<file path="src/sv/bps_pkg.sv">
// types and constants shared by the best-path selection block
// no dependencies; imported by every module of the block except bps_fifo
`default_nettype none

package bps_pkg;

    localparam int ADDR_BITS = 32;
    localparam int ETX_BITS  = 24;
    localparam int HOP_BITS  = 8;
    localparam int THR_BITS  = 9;

    localparam logic [THR_BITS-1:0] THR_RESET = 9'd256;
    localparam logic [ETX_BITS-1:0] ETX_MAX   = {ETX_BITS{1'b1}};

    localparam logic CMD_PATH     = 1'b0;
    localparam logic CMD_WITHDRAW = 1'b1;

    typedef struct packed {
        logic                 cmd;
        logic [ADDR_BITS-1:0] originator;
        logic [ETX_BITS-1:0]  etx;
        logic [HOP_BITS-1:0]  hops;
        logic                 default_route;
        logic                 last;
    } bps_in_t;

    typedef struct packed {
        logic [ADDR_BITS-1:0] best_originator;
        logic [ETX_BITS-1:0]  best_etx;
        logic [HOP_BITS-1:0]  best_hops;
        logic                 gateway_changed;
    } bps_out_t;

    // classified item as it waits between front and back
    typedef struct packed {
        logic                 cmd;
        logic [ADDR_BITS-1:0] originator;
        logic [ETX_BITS-1:0]  etx;
        logic [ETX_BITS-1:0]  scaled_etx;
        logic [HOP_BITS-1:0]  hops;
        logic                 default_route;
        logic                 last;
    } bps_work_t;

endpackage

`default_nettype wire

</file>
<file path="src/sv/bps_fifo.sv">
// small register-based fifo used for the work queue and the result queue of the block
// no package dependencies
`default_nettype none

module bps_fifo #(
    parameter int DEPTH = 2,
    parameter int WIDTH = 8
) (
    input  wire logic             clk,
    input  wire logic             rst_n,
    input  wire logic             wr_en,
    input  wire logic [WIDTH-1:0] wr_data,
    output logic                  full,
    input  wire logic             rd_en,
    output logic      [WIDTH-1:0] rd_data,
    output logic                  empty
);

    localparam int PTR_W = $clog2(DEPTH);
    localparam int CNT_W = $clog2(DEPTH + 1);

    logic [WIDTH-1:0] mem_reg [DEPTH];
    logic [PTR_W-1:0] wr_ptr_reg, wr_ptr_next;
    logic [PTR_W-1:0] rd_ptr_reg, rd_ptr_next;
    logic [CNT_W-1:0] count_reg, count_next;
    logic             do_wr;
    logic             do_rd;

    assign full    = (count_reg == CNT_W'(DEPTH));
    assign empty   = (count_reg == '0);
    assign do_wr   = wr_en && !full;
    assign do_rd   = rd_en && !empty;
    assign rd_data = mem_reg[rd_ptr_reg];

    always_comb
    begin
        wr_ptr_next = wr_ptr_reg;
        rd_ptr_next = rd_ptr_reg;
        count_next  = count_reg;
        if (do_wr)
        begin
            wr_ptr_next = (wr_ptr_reg == PTR_W'(DEPTH - 1)) ? '0 : wr_ptr_reg + 1'b1;
        end
        if (do_rd)
        begin
            rd_ptr_next = (rd_ptr_reg == PTR_W'(DEPTH - 1)) ? '0 : rd_ptr_reg + 1'b1;
        end
        if (do_wr && !do_rd)
        begin
            count_next = count_reg + 1'b1;
        end
        else if (do_rd && !do_wr)
        begin
            count_next = count_reg - 1'b1;
        end
    end

    always_ff @(posedge clk or negedge rst_n)
    begin
        if (!rst_n)
        begin
            wr_ptr_reg <= '0;
            rd_ptr_reg <= '0;
            count_reg  <= '0;
        end
        else
        begin
            wr_ptr_reg <= wr_ptr_next;
            rd_ptr_reg <= rd_ptr_next;
            count_reg  <= count_next;
        end
    end

    always_ff @(posedge clk)
    begin
        if (do_wr)
        begin
            mem_reg[wr_ptr_reg] <= wr_data;
        end
    end

endmodule

`default_nettype wire

</file>
<file path="src/sv/bps_front.sv">
// front stage: takes input items, holds the threshold register and
// precomputes the gateway-scaled etx; depends on bps_pkg
`default_nettype none

module bps_front (
    input  wire logic                         clk,
    input  wire logic                         rst_n,
    input  wire logic                         push,
    output logic                              full,
    input  wire bps_pkg::bps_in_t             in_item,
    input  wire logic                         cfg_valid,
    input  wire logic [bps_pkg::THR_BITS-1:0] cfg_data,
    output logic                              work_valid,
    output bps_pkg::bps_work_t                work_item,
    input  wire logic                         work_full
);

    import bps_pkg::*;

    localparam int PROD_W = ETX_BITS + THR_BITS;

    logic [THR_BITS-1:0] thr_reg;
    logic                valid_reg, valid_next;
    bps_work_t           item_reg;
    logic [PROD_W-1:0]   prod;
    logic [ETX_BITS-1:0] scaled;
    logic                accept;
    logic                sent;

    // scaling is done for every path; the back stage decides whether it applies
    assign prod   = PROD_W'(in_item.etx) * PROD_W'(thr_reg);
    assign scaled = (prod[PROD_W-1:ETX_BITS+8] != '0) ? ETX_MAX : prod[ETX_BITS+7:8];

    assign sent       = valid_reg && !work_full;
    assign full       = valid_reg && work_full;
    assign accept     = push && !full;
    assign work_valid = valid_reg;
    assign work_item  = item_reg;

    always_comb
    begin
        valid_next = valid_reg;
        if (accept)
        begin
            valid_next = 1'b1;
        end
        else if (sent)
        begin
            valid_next = 1'b0;
        end
    end

    always_ff @(posedge clk or negedge rst_n)
    begin
        if (!rst_n)
        begin
            valid_reg <= 1'b0;
            thr_reg   <= THR_RESET;
        end
        else
        begin
            valid_reg <= valid_next;
            if (cfg_valid)
            begin
                thr_reg <= cfg_data;
            end
        end
    end

    always_ff @(posedge clk)
    begin
        if (accept)
        begin
            item_reg.cmd           <= in_item.cmd;
            item_reg.originator    <= in_item.originator;
            item_reg.etx           <= in_item.etx;
            item_reg.scaled_etx    <= scaled;
            item_reg.hops          <= in_item.hops;
            item_reg.default_route <= in_item.default_route;
            item_reg.last          <= in_item.last;
        end
    end

endmodule

`default_nettype wire

</file>
<file path="src/sv/bps_back.sv">
// back stage: running best of a run, gateway memory and withdraw handling
// depends on bps_pkg
`default_nettype none

module bps_back (
    input  wire logic               clk,
    input  wire logic               rst_n,
    input  wire logic               work_valid,
    input  wire bps_pkg::bps_work_t work_item,
    output logic                    work_pop,
    output logic                    res_push,
    output bps_pkg::bps_out_t       res_item,
    input  wire logic               res_full
);

    import bps_pkg::*;

    logic                 run_active_reg, run_active_next;
    logic [ADDR_BITS-1:0] best_id_reg, best_id_next;
    logic [ETX_BITS-1:0]  best_scaled_reg, best_scaled_next;
    logic [ETX_BITS-1:0]  best_raw_reg, best_raw_next;
    logic [HOP_BITS-1:0]  best_hops_reg, best_hops_next;
    logic                 gw_valid_reg, gw_valid_next;
    logic [ADDR_BITS-1:0] gw_id_reg, gw_id_next;

    logic                 is_path;
    logic                 closes_run;
    logic                 go;
    logic                 gw_match;
    logic [ETX_BITS-1:0]  eff_etx;
    logic                 beats;
    logic                 take;
    logic                 changed;

    assign is_path    = (work_item.cmd == CMD_PATH);
    assign closes_run = is_path && work_item.last;
    // only a run close needs room in the result queue
    assign go         = work_valid && (!closes_run || !res_full);
    assign work_pop   = go;
    assign res_push   = go && closes_run;

    assign gw_match = gw_valid_reg && (work_item.originator == gw_id_reg);
    assign eff_etx  = (gw_match && work_item.default_route) ? work_item.scaled_etx
                                                            : work_item.etx;

    // lower etx, then fewer hops, then smaller originator
    assign beats = (eff_etx < best_scaled_reg)
                || ((eff_etx == best_scaled_reg)
                    && ((work_item.hops < best_hops_reg)
                        || ((work_item.hops == best_hops_reg)
                            && (work_item.originator < best_id_reg))));
    assign take  = !run_active_reg || beats;

    always_comb
    begin
        best_id_next     = take ? work_item.originator : best_id_reg;
        best_scaled_next = take ? eff_etx : best_scaled_reg;
        best_raw_next    = take ? work_item.etx : best_raw_reg;
        best_hops_next   = take ? work_item.hops : best_hops_reg;
        run_active_next  = run_active_reg;
        gw_valid_next    = gw_valid_reg;
        gw_id_next       = gw_id_reg;
        changed          = 1'b0;
        if (is_path)
        begin
            run_active_next = !work_item.last;
            if (work_item.last && work_item.default_route)
            begin
                changed       = !gw_valid_reg || (gw_id_reg != best_id_next);
                gw_valid_next = 1'b1;
                gw_id_next    = best_id_next;
            end
        end
        else if (gw_match)
        begin
            gw_valid_next = 1'b0;
            gw_id_next    = '0;
        end
    end

    assign res_item.best_originator = best_id_next;
    assign res_item.best_etx        = best_raw_next;
    assign res_item.best_hops       = best_hops_next;
    assign res_item.gateway_changed = changed;

    always_ff @(posedge clk or negedge rst_n)
    begin
        if (!rst_n)
        begin
            run_active_reg  <= 1'b0;
            best_id_reg     <= '0;
            best_scaled_reg <= '0;
            best_raw_reg    <= '0;
            best_hops_reg   <= '0;
            gw_valid_reg    <= 1'b0;
            gw_id_reg       <= '0;
        end
        else if (go)
        begin
            run_active_reg <= run_active_next;
            gw_valid_reg   <= gw_valid_next;
            gw_id_reg      <= gw_id_next;
            if (is_path)
            begin
                best_id_reg     <= best_id_next;
                best_scaled_reg <= best_scaled_next;
                best_raw_reg    <= best_raw_next;
                best_hops_reg   <= best_hops_next;
            end
        end
    end

endmodule

`default_nettype wire

</file>
<file path="src/sv/best_path_select_with_gateway_hysteresis.sv">
// top level of the best-path selection block with gateway hysteresis
// depends on bps_pkg, bps_fifo, bps_front and bps_back
//
//  channel   handshake          payload
//  input     push / full        in_item  (bps_in_t)
//  result    pop / empty        result   (bps_out_t)
//  config    cfg_valid / ready  cfg_data (nat_threshold, 9 bits)
//
// one item per cycle while full is low; a result shows on the result ports once its
// closing item is taken and has been written, in turn, into the front register,
// the work queue and the result queue
// the front multiplier and the back compare chain are combinational
// full rises only when the front register and work queue are both occupied
// reset: threshold 1.0, no gateway, no run open, all queues empty
`default_nettype none

module best_path_select_with_gateway_hysteresis #(
    parameter int QUEUE_DEPTH  = 2,
    parameter int RESULT_DEPTH = 2
) (
    input  wire logic                         clk,
    input  wire logic                         rst_n,
    input  wire logic                         push,
    output logic                              full,
    input  wire bps_pkg::bps_in_t             in_item,
    input  wire logic                         pop,
    output logic                              empty,
    output bps_pkg::bps_out_t                 result,
    input  wire logic                         cfg_valid,
    output logic                              cfg_ready,
    input  wire logic [bps_pkg::THR_BITS-1:0] cfg_data
);

    import bps_pkg::*;

    logic      work_valid;
    bps_work_t work_wr;
    logic      q_full;
    logic      q_empty;
    bps_work_t q_rd;
    logic      q_pop;
    logic      res_push;
    bps_out_t  res_item;
    logic      res_full;
    logic      q_push;

    assign cfg_ready = 1'b1;
    assign q_push    = work_valid && !q_full;

    bps_front u_front (
        .clk        (clk),
        .rst_n      (rst_n),
        .push       (push),
        .full       (full),
        .in_item    (in_item),
        .cfg_valid  (cfg_valid && cfg_ready),
        .cfg_data   (cfg_data),
        .work_valid (work_valid),
        .work_item  (work_wr),
        .work_full  (q_full)
    );

    bps_fifo #(
        .DEPTH (QUEUE_DEPTH),
        .WIDTH ($bits(bps_work_t))
    ) u_work_q (
        .clk     (clk),
        .rst_n   (rst_n),
        .wr_en   (q_push),
        .wr_data (work_wr),
        .full    (q_full),
        .rd_en   (q_pop),
        .rd_data (q_rd),
        .empty   (q_empty)
    );

    bps_back u_back (
        .clk        (clk),
        .rst_n      (rst_n),
        .work_valid (!q_empty),
        .work_item  (q_rd),
        .work_pop   (q_pop),
        .res_push   (res_push),
        .res_item   (res_item),
        .res_full   (res_full)
    );

    bps_fifo #(
        .DEPTH (RESULT_DEPTH),
        .WIDTH ($bits(bps_out_t))
    ) u_result_q (
        .clk     (clk),
        .rst_n   (rst_n),
        .wr_en   (res_push),
        .wr_data (res_item),
        .full    (res_full),
        .rd_en   (pop),
        .rd_data (result),
        .empty   (empty)
    );

    // a result is never dropped at the result queue
    a_res_room: assert property (@(posedge clk) disable iff (!rst_n)
        res_push |-> !res_full)
        else $error("result written into a full queue");

    // only a closing path item makes a result, and it is consumed with it
    a_res_source: assert property (@(posedge clk) disable iff (!rst_n)
        res_push |-> (q_pop && q_rd.cmd == CMD_PATH && q_rd.last))
        else $error("result without a closing path item");

    // back never pops an empty work queue
    a_pop_valid: assert property (@(posedge clk) disable iff (!rst_n)
        q_pop |-> !q_empty)
        else $error("work queue popped while empty");

    // input stalls only while the work queue is full
    a_full_cause: assert property (@(posedge clk) disable iff (!rst_n)
        full |-> q_full)
        else $error("input stalled with room in the work queue");

endmodule

`default_nettype wire

</file>
<file path="config.mk">
export PLATFORM = sky130hd
export DESIGN_NAME = best_path_select_with_gateway_hysteresis
export DESIGN_NICKNAME = d
export VERILOG_FILES = /design/src/sv/bps_pkg.sv /design/src/sv/bps_fifo.sv /design/src/sv/bps_front.sv /design/src/sv/bps_back.sv /design/src/sv/best_path_select_with_gateway_hysteresis.sv
export SDC_FILE = /design/constraint.sdc
export NUM_CORES = 1
export LEC_CHECK = 0
export BUFFER_PORTS_ARGS = -buffer_cell sky130_fd_sc_hd__buf_2
export CAP_MARGIN = 30
export CORE_MARGIN = 2
export CORE_UTILIZATION = 30
export DETAILED_ROUTE_END_ITERATION = 8
export GPL_TIMING_DRIVEN = 0
export HOLD_SLACK_MARGIN = 0.05
export PLACE_DENSITY = 0.54
export RECOVER_POWER = 50
export SLEW_MARGIN = 0
export SYNTH_ARGS = -nofsm -noshare
export SYNTH_HDL_FRONTEND = slang
export SYNTH_SLANG_ARGS = --single-unit
</file>
<file path="constraint.sdc">
create_clock -name clk -period 7.8 [get_ports clk]
set_clock_uncertainty 0.15 [all_clocks]
set_input_delay 1.17 -clock clk [delete_from_list [all_inputs] [get_ports clk]]
set_output_delay 1.17 -clock clk [all_outputs]
set_load 0.02 [all_outputs]
</file>
Word level (Yosys, flattened, before mapping)
Memories as Yosys holds them, arrays and structs flattened.
Cells that the tools add are included.
{"block": "totals", "register_bits": 231, "latch_bits": 0, "mem_bits_rw": 312, "rom_bits": 0, "inputBits": 81, "output_inout_bits": 68, "word_cells": 116, "mem_count": 2}
{"block": "classes", "add_sub_neg": 8, "n_mul": 1, "n_div": 0, "n_lt_le_gt_ge": 3, "n_eq_ne": 7, "shift": 0, "n_mux": 26, "n_bitwise": 1, "reduce_logical": 46}
{"memory": "u_work_q.mem_reg", "depth": 2, "width": 91, "rd": 1, "rd_clocked_by_memory_dff": 0, "write_ports": 1, "line_no": "bps_fifo.sv:22", "text": "logic [WIDTH-1:0] mem_reg [DEPTH];"}
{"memory": "u_result_q.mem_reg", "depth": 2, "width": 65, "rd": 1, "rd_clocked_by_memory_dff": 0, "write_ports": 1, "line_no": "bps_fifo.sv:22"}
{"op": "$mux 32", "n": 4}
{"op": "$mux 24", "n": 2}
{"op": "$mul 24x9->33", "n": 1}
{"op": "$eq 32x32->1", "n": 1}
{"op": "$lt 32x32->1", "n": 1}
{"op": "$ne 32x32->1", "n": 1}
{"op": "$eq 24x24->1", "n": 1}
{"op": "$lt 24x24->1", "n": 1}
{"op": "$logic_and 1x1->1", "n": 19}
{"op": "$mux 1", "n": 15}
{"op": "$logic_not 1->1", "n": 13}
{"op": "$eq 8x8->1", "n": 1}
{"op": "$lt 8x8->1", "n": 1}
{"op": "$mux 2", "n": 4}
{"op": "$mux 8", "n": 1}
{"op": "$reduce_bool 2->1", "n": 4}
{"op": "$reduce_and 3->1", "n": 2}
{"op": "$logic_or 1x1->1", "n": 5}
{"op": "$add 1x1->1 const B", "n": 4}
{"op": "$add 2x1->2 const B", "n": 2}
{"op": "$eq 2x2->1 const B", "n": 2}
{"op": "$logic_not 2->1", "n": 2}
{"op": "$sub 2x1->2 const B", "n": 2}
{"op": "$ne 2x2->1 const B", "n": 1}
{"op": "other kinds (2)", "n": 2}

Longest topological paths before layout
Gate-level depths: netlist (run 1).
An unclocked memory read counts as a cell.
{"block": "logic_depth", "ltp_word": 14, "depth_mapped": 24, "ltp_nobuf": 21}

Modules after synthesis
Synthesis (run 1) repeated with hierarchy kept, for this count alone.
{"block": "unflattened", "cells_unflattened": 2283, "area_unflattened_um2": 30301.6}
{"module": "bps_front", "n_inst": 1, "cells_each": 917, "area_per_inst_um2": 9915.8, "seq_area_each_um2": 2984.1}
{"module": "bps_back", "n_inst": 1, "cells_each": 839, "area_per_inst_um2": 8145.3, "seq_area_each_um2": 3052.9}
{"module": "bps_fifo (u_work_q)", "n_inst": 1, "cells_each": 302, "area_per_inst_um2": 7163.1, "seq_area_each_um2": 5565.3}
{"module": "bps_fifo (u_result_q)", "n_inst": 1, "cells_each": 221, "area_per_inst_um2": 5048.6, "seq_area_each_um2": 4003.8}
{"module": "best_path_select_with_gateway_hysteresis", "n_inst": 1, "cells_each": 4, "area_per_inst_um2": 28.8, "seq_area_each_um2": 0.0}

Least setup slack after synthesis (run 1)
No wires, ideal clock.
{"block": "synth_timing", "kind": "reg-to-reg", "start": "reg u_work_q.rd_ptr_reg", "end": "mem u_result_q.mem_reg[0][0] (netlist name), enable pin", "setup_ns": 0.568, "arrival_time_ns": 5.937, "required_ns": 7.082, "setup_slack_ns": 1.145, "path_stages_with_launch": 9, "path_buffers": 2, "synth_period_minus_slack_ns": 6.655, "cell_sequence": "dfrtp_1 -> buf_6 -> mux2i_1 -> nand4b_1 -> o21ai_0 -> inv_2 -> nand2_1 -> clkbuf_1 -> nor3_1"}
{"block": "synth_via", "elab_chain_len": 10}
{"element": "start: declaration", "line_no": "bps_fifo.sv:24", "text": "logic [PTR_W-1:0] rd_ptr_reg, rd_ptr_next;"}
{"element": "start signal: assignment", "line_no": "bps_fifo.sv:69", "text": "rd_ptr_reg <= rd_ptr_next;"}
{"element": "$mem_v2 2x91 (*)"}
{"element": "$not 1->1 (no line)"}
{"element": "$logic_and 1x1->1 (*)", "line_no": "bps_back.sv:36", "text": "assign closes_run = is_path && work_item.last;"}
{"element": "$logic_not 1->1", "line_no": "bps_back.sv:38", "text": "assign go = work_valid && (!closes_run || !res_full);"}
{"element": "$logic_or 1x1->1", "line_no": "bps_back.sv:38"}
{"element": "$logic_and 1x1->1", "line_no": "bps_back.sv:38"}
{"element": "$logic_and 1x1->1 (*)", "line_no": "bps_back.sv:40", "text": "assign res_push = go && closes_run;"}
{"element": "$logic_and 1x1->1 (*)", "line_no": "bps_fifo.sv:31", "text": "assign do_wr = wr_en && !full;"}
{"element": "$mux 1 (*)", "line_no": "bps_fifo.sv:76", "text": "if (do_wr)"}
{"element": "$mux 1 (not written as such) (*)", "line_no": "bps_fifo.sv:78", "text": "mem_reg[wr_ptr_reg] <= wr_data;"}
{"element": "end: declaration", "line_no": "bps_fifo.sv:22"}
Mark *: on every way between the ends. The rest lies on a longest branch, timed or not.

==> impl_results.md, run 1 <==
- Outcome: complete, but fails checks
- Violated checks: capacitance limit, slew limit
- Switch share: 0.406
- Die X: 313 um
- Number of buffers created by CTS: 58
- H-tree Lvls: 2
- Nets: 2769
- Worst IR drop on VDD: around 230 uV
- Share of the synthesized area in the top cell type: 0.422
- Max reg flops: 182
- Number of fill cells: 9235
- Area delta synth->final: 15.2%
- Final Max Tran Viols: 385
- Final wirelength: 72.5 mm
- Max-cap violations: 8
- Async SR Flop Fraction: 0.258
- Final-report hold violation count: 0
- IO Count: 149
- DR vias/cell: between 4 and 5
- WP data arrival: 7.54 ns
- Main synth FF type: edfxtp_1
- Power per cell area: 471 nW/um^2
- Vias in the first global route: approximately 19k
- Psw: 6.32 mW
- Multi-input gate area: 11800 um^2
- Met2 wire length: 36.0 mm
- Bufs on Longest Clock Path: 3
- DRC: 0
- Post-Syn Nets: roughly 2.5k
- Root Driver: clkbuf_16
- Worst EP required: 7.98 ns
- Core area: 94900 um^2
- EDFF count, synth: between 400 and 500
- Logic pwr share: 0.499
- DR iter-0 viols: 1126
- Clk pwr share: 0.173
- Leak Pwr: approximately 14 nW
- Synth warnings: 0
- Initial antenna violation count: 5
- Router iterations before antenna repair: 5
- Post-layout util: 0.348
- Later-pin clock latency in the skew report: between 0.6 and 0.7 ns
- DRT antenna net count: 0
- Gr ovfl total: 0
- Largest net degree at the start of global routing: 107
- Top cells by area, synth: edfxtp_1, dfrtp_1, fa_1
- Seq pwr share: 0.328
- Wire length on met3: 3.29 mm
- Int Power: 9.23 mW
- Cell area after layout: 33100 um^2
- Dpl hpwl: 55.5 mm
- Initial Util: 0.302
- Postcts setup bufs: 0
- TritonCTS clock tree: yes
- Critical path fanouts, max: 10
- Register area share after synthesis: 0.544
- Syn Area/Cell: 13.1 um^2
- Die Area: 98100 um^2
- Std cell rows: 113
- Synth unique cells: 64
- Crit end category: register
- GRT Util Overall: 0.148
- WL per Instance: 19.4 um
- First-pass GRT wire length: 111 mm
- Worst Hold Class: reg -> reg
- Critical Path Start Type: register
- Final period utilization: 0.944
- DP Area: 31300 um^2
- Worst-Margin Slew: between 3 and 4 ns
- PostCTS Resize Cnt: 0
- Worst slew margin: -1.04
- CTS clk-pin slew, worst paths: 0.06 ns
- RD Place Congestion: 0.871
- Die H: 313 um
- Fmax: 0.136 GHz
- Synth Register Bits: 543
- Clock sinks: 543
- Wire length on met1: 31.7 mm
- Max layer used: met4
- CTS Hold Bufs: 0
- DR vias: 17.5k
- Post-route minimum period: between 7 and 8 ns
- IO buf count: 146
- Storage cell area: 15600 um^2
- Final setup vio count: 0
- Share of cells above drive strength 1: 0.157
- Area leader, netlist: edfxtp_1
- Mapped Area: about 29000 um^2
- Kind of critical path: reg -> reg
- Syn Inst Count: approximately 2.2k
- Power consumption: 15.6 mW
[placed cells by master, fill, tap and decap left out, types with 4 or more instances in the layout]
| cell | instances |
|---|---|
| xnor2_1 | 51 |
| buf_6 | 11 |
| mux2_2 | 113 |
| a31oi_1 | 4 |
| o21a_1 | 4 |
| a21o_1 | 18 |
| o21ai_0 | 70 |
| nor4_1 | 11 |
| bufinv_16 | 4 |
| xor2_1 | 43 |
| nand4_1 | 17 |
| clkinv_2 | 7 |
| a21oi_1 | 99 |
| nor2_1 | 82 |
| ha_1 | 114 |
| mux2i_1 | 65 |
| o21bai_1 | 5 |
| nor3_1 | 6 |
| and3_1 | 14 |
| nor2b_1 | 5 |
| nand2_1 | 213 |
| dfrtp_1 | 139 |
| inv_1 | 235 |
| clkbuf_1 | 132 |
| buf_1 | 14 |
| o211ai_1 | 4 |
| a211oi_1 | 6 |
| buf_2 | 118 |
| clkinv_1 | 9 |
| fa_1 | 154 |
| nand3_1 | 39 |
| a41o_1 | 12 |
| clkbuf_16 | 58 |
| and2_1 | 80 |
| mux2i_2 | 13 |
| o21ai_1 | 4 |
| edfxtp_1 | 403 |
| mux4_2 | 24 |
[cells in the mapped netlist, drive strengths merged (18+ instances only)]
cell	instances
clkbuf	72
mux2	115
buf	30
edfxtp	403
dfrtp	139
mux2i	79
xor2	43
xnor2	51
o21ai	75
ha	114
mux4	24
a21oi	99
nand2	214
nand3	39
and2	82
inv	236
fa	154
nor2	82
a21o	18
[kinds of logic after synthesis]
logic type / count (synthesis) / share of synthesized area
other cells: 1 / 0.000131
flops: 543 / 0.544
simple gates: 487 / 0.0793
mux: 218 / 0.0929
xor+xnor: 94 / 0.0287
compound gates: 248 / 0.0516
fa+ha+maj: 268 / 0.157
buf+inv: 338 / 0.0461
[power groups by stage]
stage                     Sequential (mW)  Clock, mW  Combinational [mW]
final                                5.10       2.69                7.76
after detailed placement             5.12          0                7.84
after global routing                 5.20       2.88                8.69
after floorplan                      5.02          0                5.51
after global placement               5.18          0                7.56
after CTS                            5.07       2.77                7.89
[per-layer routing]
layer,up-vias,track usage
li1,8044,-
met1,8889,0.195
met2,421,0.255
met3,97,0.0209
met4,0,0.0436
met5,-,0
[metrics by stage]
| step | instances | hold WS, ns | worst slack (ns) | setup TNS [ns] |
|---|---|---|---|---|
| after global routing | 3736 | 0.294 | -0.0109 | -0.0427 |
| after detailed placement | 3625 | 0.283 | 0.0668 | 0 |
| after CTS | 3735 | 0.215 | 0.0786 | 0 |
| after floorplan | 2197 | 0.271 | 1.15 | 0 |
| after global placement | 3608 | 0.277 | -2.77 | -179.62 |
| final | 3736 | 0.292 | 0.435 | 0 |
[worst paths after layout]
| path | from | to | slack (ns) | cells past startpoint |
|---|---|---|---|---|
| worst max-delay path | u_work_q.rd_ptr_reg | u_result_q.mem_reg[1][4] | 0.44 | 21 |
| worst min-delay path | u_front.work_item[65] | u_work_q.mem_reg[0][65] | 0.29 | 0 |
| max in group asynchronous | rst_n | u_back.best_id_reg[18] | 2.46 | 2 |
| worst max register to register | u_work_q.rd_ptr_reg | u_result_q.mem_reg[1][4] | 0.44 | 21 |
| worst min register to register | u_front.work_item[65] | u_work_q.mem_reg[0][65] | 0.29 | 0 |
| min in group asynchronous | rst_n | u_front.thr_reg[3] | 1.08 | 1 |
[cell type report]
class / instances / share of cell area
Clock buffer: 81 / 0.0474
Clock inverter: 29 / 0.00875
Timing Repair Buffer: 163 / 0.0263
Antenna cell: 1 / 0.0000757
Tap cell: 1265 / 0.0479
Multi-Input combinational cell: 1316 / 0.357
Sequential cell: 543 / 0.472
Inverter: 236 / 0.0268
Buffer: 102 / 0.0133
[worst max-delay path, cell delays in order, from the launching register on]
cell and delay (ns):
dfrtp_1 0.43, buf_6 0.24, buf_6 0.25, mux2i_1 0.43, xnor2_1 0.19, nor4_2 0.42
nand4_1 0.18, nor3_2 0.27, nand2_2 0.25, buf_2 0.30, mux4_2 0.35, ha_1 0.34
nand4_1 0.12, nor2_1 0.33, nand3_1 0.24, nor4_1 0.37, o2111ai_1 0.20, o21ai_2 0.22
buf_2 0.29, buf_1 0.55, clkbuf_1 0.60, a21oi_1 0.28
Power figures use the tool's default switching activity.
==> inputs of run 2 (changes only) <==
Settings changed: PLACE_DENSITY 0.54 to 0.41.
==> run 2 against run 1 <==
The run still ends with capacitance limit, slew limit left. Highest routed layer unchanged. Routed wire length grew 3.3%. Sequential power barely moved. Critical endpoint is now u_result_q.mem_reg[1][0]. Combinational power up 2%. Count of clock-buffer cells in the layout increased by 7. Clock power grew 11%. Critical path depth up 2. Global-route usage up 0.57 points. Power increased by 2.6%. Largest cell class unchanged.
==> impl_results.md, run 2 (synthesis results as in run 1) <==
- Bufs on Longest Clock Path: 3
- Std cell rows: 113
- DRT antenna net count: 0
- WP data arrival: 7.61 ns
- DR vias/cell: about 4.6
- Clock sinks: 543
- Setup WS post-layout: 0.364 ns
- Number of buffers created by CTS: 66
- Worst slew margin: -1.18
- Final Max Tran Viols: 343
- Slowest Stage Delay on Critical Path: 0.48 ns
- Worst IR drop on VDD: 194 uV
- Number of fill cells: about 9.3k
- Post-route minimum period: 7.44 ns
- Crit-path slowest cell: mux2i_2
- Leak Pwr: 13.8 nW
- Final wirelength: ~75 mm
- Violated checks: capacitance limit, slew limit
- Crit. Startpoint: u_work_q.rd_ptr_reg
- Dpl hpwl: 56.7 mm
- Share of cells above drive strength 1: 0.168
- Gr ovfl total: 0
- Nets: roughly 2.8k
- CTS clk-pin slew, worst paths: 0.06 ns
- RSZ-0062 raised after global routing: false
- Final-report hold violation count: 0
- Later-pin clock latency in the skew report: between 0.6 and 0.7 ns
- Die H: 313 um
- Router iterations before antenna repair: 5
- Outcome: complete, but fails checks
- Postcts setup bufs: 0
- Die Area: just under 100000 um^2
- RD Place Congestion: about 0.84
- Crit end category: register
- Final period utilization: 0.953
- Worst EP required: 7.97 ns
- Worst-Margin Slew: between 3 and 4 ns
- Vias in the first global route: 18.3k
- First-pass GRT wire length: 114 mm
- Die X: 313 um
- Critical path fanouts, max: 10
- Post-Place Worst Slack: -0.694 ns
- Worst Hold Class: reg -> reg
- Root Driver: clkbuf_16
- Critical Path Start Type: register
- TritonCTS clock tree: yes
- Area delta synth->final: 16.7%
- Most common cell after layout, fill and taps aside: edfxtp_1
- Worst R2R Start: u_work_q.rd_ptr_reg
- WL per Instance: 20.0 um
- Final setup vio count: 0
- Fmax: 0.134 GHz
- DRC: 0
- Power per cell area: 476 nW/um^2
- Largest net degree at the start of global routing: 96
- Kind of critical path: reg -> reg
- Power consumption: 15.9 mW
- DR vias: 17.2k
- Max reg flops: 182
- Initial antenna violation count: 0
- IO Count: between 100 and 150
- Core area: ~95000 um^2
- Most frequent cells in the layout: edfxtp_1, inv_1, nand2_1
- Crit-path cells: buf_6 > buf_6 > mux2i_2 > xnor2_1 > nor4_1 > nand3_1 > nor3_2 > nand2_2 > buf_2 > mux4_2 > ha_1 > nand4_1 > nor2_2 > nand3_1 > nor4_4 > o2111ai_1 > o21ai_2 > buf_4 > mux2i_2 > xnor2_1 > nand4_1 > nor4_1 > a21oi_1
- Hold_sp: u_front.work_item[62]
- DR iter-0 viols: 1039
- IO buf count: about 150
- Initial Util: 0.302
- H-tree Lvls: 3
- GRT Util Overall: 0.154
- Max-cap violations: 7
[run 2: changes by cell type in the layout (fill, tap and decap cells not counted), moves of 2 or more]
cell | before | now
clkinv_16 | 0 | 2
bufinv_16 | 4 | 2
clkbuf_8 | 3 | 8
clkbuf_16 | 58 | 67
inv_4 | 2 | 0
buf_16 | 0 | 2
buf_8 | 3 | 5
clkbuf_1 | 132 | 124
clkinvlp_4 | 3 | 0
mux2i_4 | 1 | 6
buf_6 | 11 | 7
inv_6 | 1 | 3
mux2i_2 | 13 | 19
mux2i_1 | 65 | 54
[run 2: worst max-delay path, delay by kind of cell (launching register included)]
family	cells	cell delay [ns]
AO/OA/AOI/OAI	3	0.80
adder cells (fa/ha/maj)	1	0.33
buffers and inverters	4	1.08
flip-flops	1	0.41
AND/OR/NAND/NOR	10	2.75
XOR/XNOR	2	0.31
multiplexers	3	1.28
[run 2: worst paths after layout]
check / endpoint / slack, ns / depth (start not counted)
max reg2reg: u_result_q.mem_reg[1][0] / 0.36 / 23
min reg2reg: u_work_q.mem_reg[1][62] / 0.29 / 0
max in group asynchronous: u_back.best_id_reg[19] / 2.17 / 2
max: u_result_q.mem_reg[1][0] / 0.36 / 23
min: u_work_q.mem_reg[1][62] / 0.29 / 0
min in group asynchronous: u_front.thr_reg[3] / 1.40 / 1
[run 2: report_power, final]
group	switching (mW)	internal, mW	leakage, nW
clock network	1.24	1.74	1.03
registers	0.450	4.64	5.43
logic	4.77	3.11	7.35
total	6.46	9.49	13.8
[run 2: through the flow]
stage	area, um^2	setup TNS [ns]	hold WS [ns]	std cells	utilization
6_report	33500	0	0.294	3743	0.353
5_1_grt	33500	0	0.306	3741	0.353
4_1_cts	33600	0	0.277	3741	0.354
3_5_place_dp	31400	-36.57	0.284	3626	0.331
3_3_place_gp	31000	-269.18	0.275	3608	0.327
2_1_floorplan	28700	0	0.271	2197	-
[run 2: final cells by class]
cell class | instances | area [um^2] | share of cell area
plain buffers | 102 | 439 | 0.0131
clock inverters | 27 | 277 | 0.00826
clock buffers | 88 | 1840 | 0.0548
repair buffers | 164 | 932 | 0.0278
flip-flops and latches | 543 | 15600 | 0.466
diodes | 2 | 5.00 | 0.000150
inverters | 236 | 886 | 0.0265
multi-input cells | 1316 | 11900 | 0.356
well taps | 1265 | 1580 | 0.0473
[run 2: routing by layer]
layer | wire length (um) | global-route usage | vias to the layer above
li1 | - | - | 8067
met1 | 35900 | 0.216 | 8721
met2 | 34600 | 0.246 | 316
met3 | 2490 | 0.0247 | 101
met4 | 1960 | 0.0463 | 0
met5 | 0 | 0 | -
[run 2: repair_timing]
action	CTS	global route
gates resized for setup	21	10
setup endpoints to repair	123	27
hold buffers	0	0
hold endpoints to repair	0	0
==> inputs of run 3 (changes only) <==
Settings changed: CORE_MARGIN 2 to not set.
==> run 3 against run 2 <==
The run ends with DRC, capacitance limit, slew limit left. Via count fell by 0.19%. Non-clock buffer count rose by 1. Clock power fell by 6%. Sequential share of layout area rose by 0.18 points. Critical path type unchanged. Largest power group unchanged.
==> impl_results.md, run 3 (synthesis results as in run 1) <==
- Power consumption: 15.8 mW
- Area delta synth->final: 16.2%
- Outcome: complete, but fails checks
- Post-Place Worst Slack: -0.786 ns
- Worst IR drop on VDD: 180 uV
- Std cell rows: 113
- Later-pin clock latency in the skew report: 0.65 ns
- Worst EP required: 7.99 ns
- Max-cap violations: 6
- Root Driver: clkbuf_16
- First-pass GRT wire length: 114 mm
- Reg2reg setup slack: about 0.28 ns
- Critical path fanouts, max: 10
- Worst r2r dst: u_result_q.mem_reg[0][0]
- IO buf count: roughly 150
- Reg2Reg Depth: 23
- CTS clk-pin slew, worst paths: 0.06 ns
- Worst hold slack: 0.295 ns
- Dpl hpwl: 57.2 mm
- Worst R2R Start: u_work_q.rd_ptr_reg
- Number of fill cells: 9283
- Setup WS post-layout: 0.285 ns
- Crit-path cells: buf_6 > buf_6 > mux2i_2 > xnor2_1 > nor4_1 > nand3_1 > nor3_2 > nand2_2 > buf_2 > mux4_2 > ha_1 > nand4_1 > nor2_2 > nand3_1 > nor4_4 > o2111ai_1 > o21ai_2 > buf_4 > mux2i_1 > xnor2_1 > nand4_1 > nor4_1 > a21oi_1
- Slowest Stage Delay on Critical Path: roughly 0.58 ns
- Final cell count without fillers: approximately 3.7k
- Worst Hold Class: reg -> reg
- Most frequent cells in the layout: edfxtp_1, inv_1, nand2_1
- DRT antenna net count: 0
- Violated checks: DRC, capacitance limit, slew limit
- Final period utilization: 0.963
- DR iter-0 viols: 1020
- Core area: 94900 um^2
- Max reg flops: 182
- Final wirelength: 74.7 mm
- Die Area: 96900 um^2
- Router iterations before antenna repair: 7
- Post-Place Cells: 3627
- Bufs on Longest Clock Path: 3
- Storage cell area: 15600 um^2
- Crit. Startpoint: u_work_q.rd_ptr_reg
- Clock sinks: 543
- Worst Hold End: u_work_q.mem_reg[1][24]
- Largest net degree at the start of global routing: 84
- Hold_sp: u_front.work_item[24]
- Worst-Margin Slew: approximately 5.2 ns
- Power per cell area: 474 nW/um^2
- DR vias: 17.2k
- Worst slew margin: -2.50
- Most common cell after layout, fill and taps aside: edfxtp_1
- Number of buffers created by CTS: 60
- Die X: 311 um
- WP data arrival: 7.71 ns
- Die H: 311 um
- Vias in the first global route: 18.3k
- Final setup vio count: 0
- Leak Pwr: around 14 nW
- Gr ovfl total: 0
- Worst hold path cell count: 0
- Final Max Tran Viols: 289
- H-tree Lvls: 2
- TritonCTS clock tree: yes
- IO Count: about 150
- Initial Util: 0.302
- Crit end category: register
- Kind of critical path: reg -> reg
- GRT Util Overall: 0.156
- DRC: 4
- Critical Path Start Type: register
- Final-report hold violation count: 0
- Post-route minimum period: 7.52 ns
- RD Place Congestion: 0.854
- Crit-path slowest cell: mux2i_1
- Share of cells above drive strength 1: 0.168
- WL per Instance: 20.0 um
- Fmax: around 0.13 GHz
- Nets: 2773
- Initial antenna violation count: 0
- DR vias/cell: roughly 4.6
- Post-layout util: 0.351
- Multi-input gate area: 12000 um^2
- Postcts setup bufs: 0
- RSZ-0062 raised after global routing: true
## run 3: power by group
group / leakage [nW] / switching [mW] / internal (mW)
clock: 0.962 / 1.15 / 1.65
sequential: 5.43 / 0.448 / 4.64
combinational: 7.33 / 4.79 / 3.11
## run 3: timing repair
item / in CTS / in global routing
hold buffers: 0 / 0
pin swaps: 0 / 0
resized for setup: 27 / 12
gates cloned: 0 / 0
setup endpoints to repair: 148 / 32
## run 3: area by class of cell
type | count | share of cell area
flip-flops and latches | 543 | 0.468
multi-input cells | 1316 | 0.358
clock buffers | 82 | 0.0499
well taps | 1265 | 0.0475
repair buffers | 165 | 0.0276
inverters | 236 | 0.0266
plain buffers | 102 | 0.0132
clock inverters | 31 | 0.00863
diodes | 1 | 0.0000750
## run 3: critical path, delay by kind of cell, from the launching register on
kind                     cells  cell delay [ns]
multiplexers                 3             1.35
buffers and inverters        4             1.14
XOR/XNOR                     2             0.30
adder cells (fa/ha/maj)      1             0.33
AND/OR/NAND/NOR             10             2.62
AO/OA/AOI/OAI                3             0.85
flip-flops                   1             0.42
## run 3: per-layer routing
layer | GRT usage | part of all wire | up-vias
li1 | - | - | 8051
met1 | 0.214 | 0.47 | 8730
met2 | 0.257 | 0.47 | 303
met3 | 0.0213 | 0.034 | 88
met4 | 0.0408 | 0.020 | 0
met5 | 0 | 0 | -
## run 3: worst max path at each step
| stage | endpoint | slack, ns |
|---|---|---|
| after floorplan | u_result_q.mem_reg[0][0] | 1.15 |
| after global placement | u_result_q.mem_reg[0][30] | -2.93 |
| after detailed placement | u_result_q.mem_reg[1][0] | -0.79 |
| after CTS | u_result_q.mem_reg[0][0] | 0.05 |
| after global routing | u_result_q.mem_reg[0][0] | -0.06 |
| final | u_result_q.mem_reg[0][0] | 0.28 |
## run 3: stage by stage
step	setup TNS [ns]	area, um^2
floorplan	0	28700
global placement	-276.98	31000
detailed placement	-45.26	31400
CTS	0	33400
global route	-0.123	33300
finish	0	33300
